## config.mk

```make
export PLATFORM = sky130hd
export DESIGN_NAME = mbap_check
export DESIGN_NICKNAME = d
export VERILOG_FILES = /design/src/rtl/mbap_pkg.sv /design/src/rtl/mbap_check.sv
export SDC_FILE = /design/constraint.sdc
export NUM_CORES = 1
export LEC_CHECK = 0
export BUFFER_PORTS_ARGS = -buffer_cell sky130_fd_sc_hd__buf_2
export CORE_MARGIN = 5
export CORE_UTILIZATION = 32
export DETAILED_ROUTE_END_ITERATION = 7
export PLACE_DENSITY = 0.94
export SYNTH_ARGS = -nofsm -noshare
export SYNTH_HDL_FRONTEND = slang
export SYNTH_SLANG_ARGS = --single-unit
```

## constraint.sdc

```tcl
create_clock -name vclk -period 3.35
set_clock_uncertainty 0.2 [all_clocks]
set_input_delay 0.67 -clock vclk [all_inputs]
set_output_delay 0.67 -clock vclk [all_outputs]
set_load 0.05 [all_outputs]
```

## src/rtl/mbap_pkg.sv

```systemverilog
// Shared types and constants for the MBAP frame builder and checker.
`timescale 1ns / 1ps

package mbap_pkg;

  localparam int BUFFER_BYTES = 260;
  localparam int HDR_BYTES    = 8;
  localparam int PREFIX_BYTES = 6;
  localparam int MAX_PAYLOAD  = BUFFER_BYTES - HDR_BYTES;
  localparam int RX_MAX       = 511;
  localparam int RX_W         = 9;
  localparam int RUN_W        = $clog2(HDR_BYTES);
  localparam int EXC_BIT      = 7;

  typedef enum logic [1:0] {
    OP_BEGIN = 2'd0,
    OP_SEND  = 2'd1,
    OP_RECV  = 2'd2
  } opcode_t;

  typedef enum logic [1:0] {
    KIND_TX     = 2'd0,
    KIND_RX     = 2'd1,
    KIND_STATUS = 2'd2
  } kind_t;

  typedef enum logic [3:0] {
    ST_GOOD      = 4'd0,
    ST_BUSY      = 4'd1,
    ST_OVERFLOW  = 4'd2,
    ST_SHORT     = 4'd3,
    ST_PROTOCOL  = 4'd4,
    ST_LENGTH    = 4'd5,
    ST_ID        = 4'd6,
    ST_UNIT      = 4'd7,
    ST_EXC_MISS  = 4'd8,
    ST_FUNCTION  = 4'd9,
    ST_EXCEPTION = 4'd10
  } status_t;

  typedef enum logic [0:0] {
    REG_SERVER_MODE = 1'b0,
    REG_MAX_READ    = 1'b1
  } cfg_reg_t;

  typedef logic [HDR_BYTES-1:0][7:0] hdr_t;

  typedef struct packed {
    hdr_t            hdr;
    logic [RX_W-1:0] rx_count;
    logic [7:0]      first_byte;
    logic [15:0]     tid;
    logic [7:0]      unit;
    logic [7:0]      func;
    logic            server;
  } chk_in_t;

  typedef struct packed {
    status_t    status;
    logic [7:0] exc;
  } chk_out_t;

  typedef struct packed {
    kind_t      kind;
    logic [7:0] byte_out;
    logic       last;
    status_t    status;
    logic [7:0] exc;
    logic [7:0] ru;
    logic [7:0] rf;
    logic [7:0] cnt;
  } result_t;

endpackage

```

## src/rtl/mbap_check.sv

```systemverilog
// Received frame check: header fields against the request, final status.
`timescale 1ns / 1ps

module mbap_check import mbap_pkg::*; (
  input  chk_in_t  chk_in,
  output chk_out_t chk_out
);

  logic [15:0] len_field;
  logic [15:0] rx_id;
  logic [15:0] expect_len;

  assign len_field  = {chk_in.hdr[4], chk_in.hdr[5]};
  assign rx_id      = {chk_in.hdr[0], chk_in.hdr[1]};
  assign expect_len = {{(16 - RX_W){1'b0}}, chk_in.rx_count - RX_W'(PREFIX_BYTES)};

  always_comb begin
    chk_out.exc = '0;
    if (chk_in.rx_count < RX_W'(HDR_BYTES)) begin
      chk_out.status = ST_SHORT;
    end else if (chk_in.hdr[2] != 8'd0 || chk_in.hdr[3] != 8'd0) begin
      chk_out.status = ST_PROTOCOL;
    end else if (chk_in.rx_count >= RX_W'(RX_MAX) || len_field != expect_len) begin
      chk_out.status = ST_LENGTH;
    end else if (chk_in.server) begin
      chk_out.status = ST_GOOD;
    end else if (rx_id != chk_in.tid) begin
      chk_out.status = ST_ID;
    end else if (chk_in.hdr[6] != chk_in.unit) begin
      chk_out.status = ST_UNIT;
    end else if (chk_in.hdr[7][EXC_BIT]) begin
      if (chk_in.rx_count > RX_W'(HDR_BYTES)) begin
        chk_out.status = ST_EXCEPTION;
        chk_out.exc    = chk_in.first_byte;
      end else begin
        chk_out.status = ST_EXC_MISS;
      end
    end else if (chk_in.hdr[7] != chk_in.func) begin
      chk_out.status = ST_FUNCTION;
    end else begin
      chk_out.status = ST_GOOD;
    end
  end

endmodule

```

# --- Word-level counts from Yosys, hierarchy flattened ---
# Index checks and enable logic that the tools add are counted.
totals:
  regBits: 0
  inputBits: 114
  output_inout_bits: 12
  elab_cells: 29
classes:
  add_sub_neg: 1
  magnitude_cmp: 3
  n_eq_ne: 4
  mux: 17
  n_reduce_logical: 4
op_table:
  columns: ["op", "n"]
  rows:
  - ["2-to-1 mux 8 bit", 8]
  - ["2-to-1 mux 4 bit", 8]
  - ["inequality test 16 bit", 1]
  - ["inequality test 16 x 9 -> 1 bit", 1]
  - ["inequality test 8 bit", 2]
  - ["nonzero test 8 bit", 2]
  - ["greater-or-equal comparator 9 bit, second input constant", 1]
  - ["greater-than comparator 9 x 4 -> 1 bit, second input constant", 1]
  - ["less-than comparator 9 x 4 -> 1 bit, second input constant", 1]
  - ["subtractor 9 x 3 -> 9 bit, second input constant", 1]
  - ["logical OR 1 bit", 2]
  - ["2-to-1 mux 2 bit", 1]

# --- Logic depth before layout (Yosys ltp) ---
depth:
  word_depth: 9
  ltp_mapped: 7
  ltp_nobuf: 7

# --- Worst setup path before layout ---
# OpenSTA, ideal clock, no wires.
synth_timing:
  path_kind: "input to output"
  startpoint: "input chk_in[83] in the netlist's numbering"
  endpoint: "output chk_out[0] in the netlist's numbering"
  t_arrival_ns: 3.720
  required_time_ns: 2.480
  setup_slack_ns: -1.240
  path_stages: 6
  cell_sequence: "or4_4 -> nor4_2 -> nand4_1 -> nor4_2 -> nand4_2 -> nor4b_1"
synth_lines:
  columns: ["element", "line_no", "source"]
  rows:
  - ["start: declaration", "mbap_check.sv:5", "input chk_in_t chk_in,"]
  - ["end: declaration", "mbap_check.sv:6", "output chk_out_t chk_out"]

==> flow_summary.toml <==
[final_layout]
area_growth_pct = 131.4
seq_cell_count = 0
nets = 383
nFillCells = 180
multiInputGateArea_mm2 = 0.001064
ff_latch_area_um2 = 0
drive_gt1_frac = 0.6654
n_clock_buffer = 0
antenna_cells = 0
final_cell_area_mm2 = 0.002018

[global_route]
gr-usage-all-layers = 0.1952
grt_pass1_vias = 1641
grt_first_pass_wirelength_mm = 6.679
antenna_found_initial = 0
grt_max_degree = 10
grt_overflow = 0

[yosys]
synthesis.nets = 233
netlist_instances = 118
synth.yosys.seq_area_share = 0
avgSynthCellArea_um2 = 7.391
yosysUniqueCellTypes = 34
synthesis.area_um2 = 872.1
yosys_warnings = 0

[worst_setup_path]
crit_required_ns = 2.48
critPathKind = "input port to primary output"
arrival_ns = 2.66
path_max_fanout = 9
critPathLaunch = "chk_in[83]"
end_kind = "primary output"
startpoint_type = "input port"

[die]
start_util = 0.3246
fp.dieW_um = 62.21
rows = 19
core_area_mm2 = 0.002686
io_pins = 126
die-height_um = 62.21
die_area_mm2 = 0.003869

[placed_design]
io_buffers = 126
place_area_mm2 = 0.001883
dpl.hpwl_mm = 3.574
finalWeightedCongestion = 0.8723

[route]
via_per_inst = 5.118
routedWlPerCell_um = 13.77
wl_mm = 4.089
vias = 1520
drt_iter0_markers = 80
drc_errors = 0
ant_nets = 0
dr.pass1.iters = 4

[sta]
setup_viol = 9
hold_viol_final = 0
setup_slack_ns = -0.1819
max_slew_margin = 0.7153
fin_tns_setup_ns = -1.413
slew_viol_final = 0
rsz0062_at_grt = "true"
fin_hold_ws_ns = 1.500
worst_pin_slew_ns = 0.4237
finalCriticalPeriod_ns = 3.532
fin_crit_sh = 1.054
clock.fmax_mhz = 283.1

[pwr]
peakVddDrop_v = 0.00009098
p_per_area_mw_per_mm2 = 97.64
p_comb_frac = 1.000
p_seq_frac = 0
switching_power_uw = 84.08
switching_share = 0.4267
cellLeakagePower_nw = 0.9197
p_int_uw = 113.0
clock_power_share = 0

[worst_hold_path]
min_path_cells = 3
hold_start = "chk_in[34]"
hold_path_class = "input port to primary output"

[run_status]
violations = "negative setup slack"
status = "finished, violations left"

[run]
cap_violations = 0

[clock_tree]
hold_buffers = 0
[critical path: stages]
cell and delay (ns):
buf_6 0.09, or4_4 0.53, nor4_4 0.13, nand4_1 0.21, nor4_4 0.26, nand4_4 0.13, buf_12 0.18, nor4b_4 0.27
buf_6 0.19
[layer usage]
layer	wire length (µm)	up-vias	track usage
met2	2312	77	0.4067
met4	87	0	0.03794
met5	0	-	0
met3	362	10	0.03604
li1	-	758	-
met1	1328	675	0.1922
[cell usage in the layout, fill, tap and decap left out, types with 2 or more instances in the layout]
| cell type | synthesis | layout |
|---|---|---|
| a31oi_1 | 3 | 2 |
| nor2_1 | 8 | 6 |
| buf_4 | 0 | 21 |
| xnor2_1 | 37 | 37 |
| xor2_1 | 4 | 4 |
| nor3_1 | 5 | 2 |
| o21ai_0 | 3 | 2 |
| buf_6 | 0 | 11 |
| a21oi_1 | 5 | 4 |
| nor4_1 | 5 | 5 |
| nor3_4 | 0 | 2 |
| nor2b_1 | 2 | 2 |
| nor4b_4 | 0 | 7 |
| o21bai_1 | 2 | 2 |
| nor4_4 | 0 | 2 |
| buf_2 | 0 | 114 |
| nand4_1 | 12 | 12 |
| o21ai_2 | 0 | 2 |
| nand2_1 | 2 | 2 |
| buf_12 | 0 | 3 |
[timing repair]
action	CTS	global route
setup endpoints to repair	12	12
pin swaps	1	2
gates resized for setup	25	5
buffers inserted	2	0
[cells in the mapped netlist (all sizes together)]
cell | count | share of area
clkbuf | 1 | 0.0043
a211o | 1 | 0.011
and2 | 2 | 0.016
inv | 1 | 0.0043
a21oi | 5 | 0.029
nor3 | 5 | 0.029
o2111a | 1 | 0.013
nor4b | 7 | 0.070
nor2 | 8 | 0.034
o21ai | 5 | 0.029
a31oi | 3 | 0.022
nand3 | 1 | 0.0057
nor2b | 2 | 0.014
o31a | 1 | 0.010
or4 | 1 | 0.013
nor4 | 7 | 0.065
ha | 1 | 0.014
o41ai | 1 | 0.010
a21o | 1 | 0.0086
xnor2 | 37 | 0.37
nand4 | 13 | 0.10
a211oi | 1 | 0.0086
nand2 | 2 | 0.0086
or3b | 1 | 0.010
nand3b | 1 | 0.0086
and4bb | 1 | 0.014
xor2 | 4 | 0.040
o21bai | 2 | 0.017
a31o | 1 | 0.010
and3 | 1 | 0.0086
[area by class of cell]
class / count / area share
Inverter: 1 / 0.001860
Timing Repair Buffer: 149 / 0.4520
Multi-Input combinational cell: 116 / 0.5270
Tap cell: 31 / 0.01922
[worst paths after layout]
check	end
min	chk_out[1]
max	chk_out[2]
[power groups by stage]
stage	combinational, mW	clock [mW]	sequential (mW)
floorplan	0.0779	0	0
CTS	0.192	0	0
global placement	0.181	0	0
detailed placement	0.188	0	0
finish	0.197	0	0
global route	0.214	0	0
[stage by stage]
step,utilization,std cells,power [mW],setup slack [ns]
after floorplan,-,118,0.07788,-0.3073
after global placement,0.7010,295,0.1812,-0.2542
after detailed placement,0.7010,295,0.1876,-0.3012
after CTS,0.7401,297,0.1922,-0.1820
after global routing,0.7513,297,0.2142,-0.3121
final,0.7513,297,0.1971,-0.1819
[kinds of logic after synthesis]
| group | Yosys count | share of synthesized area |
|---|---|---|
| simple gates | 52 | 0.3974 |
| xor+xnor | 41 | 0.4118 |
| compound gates | 22 | 0.1679 |
| buf+inv | 2 | 0.008600 |
| fa+ha+maj | 1 | 0.01434 |
Power figures use the tool's default switching activity.
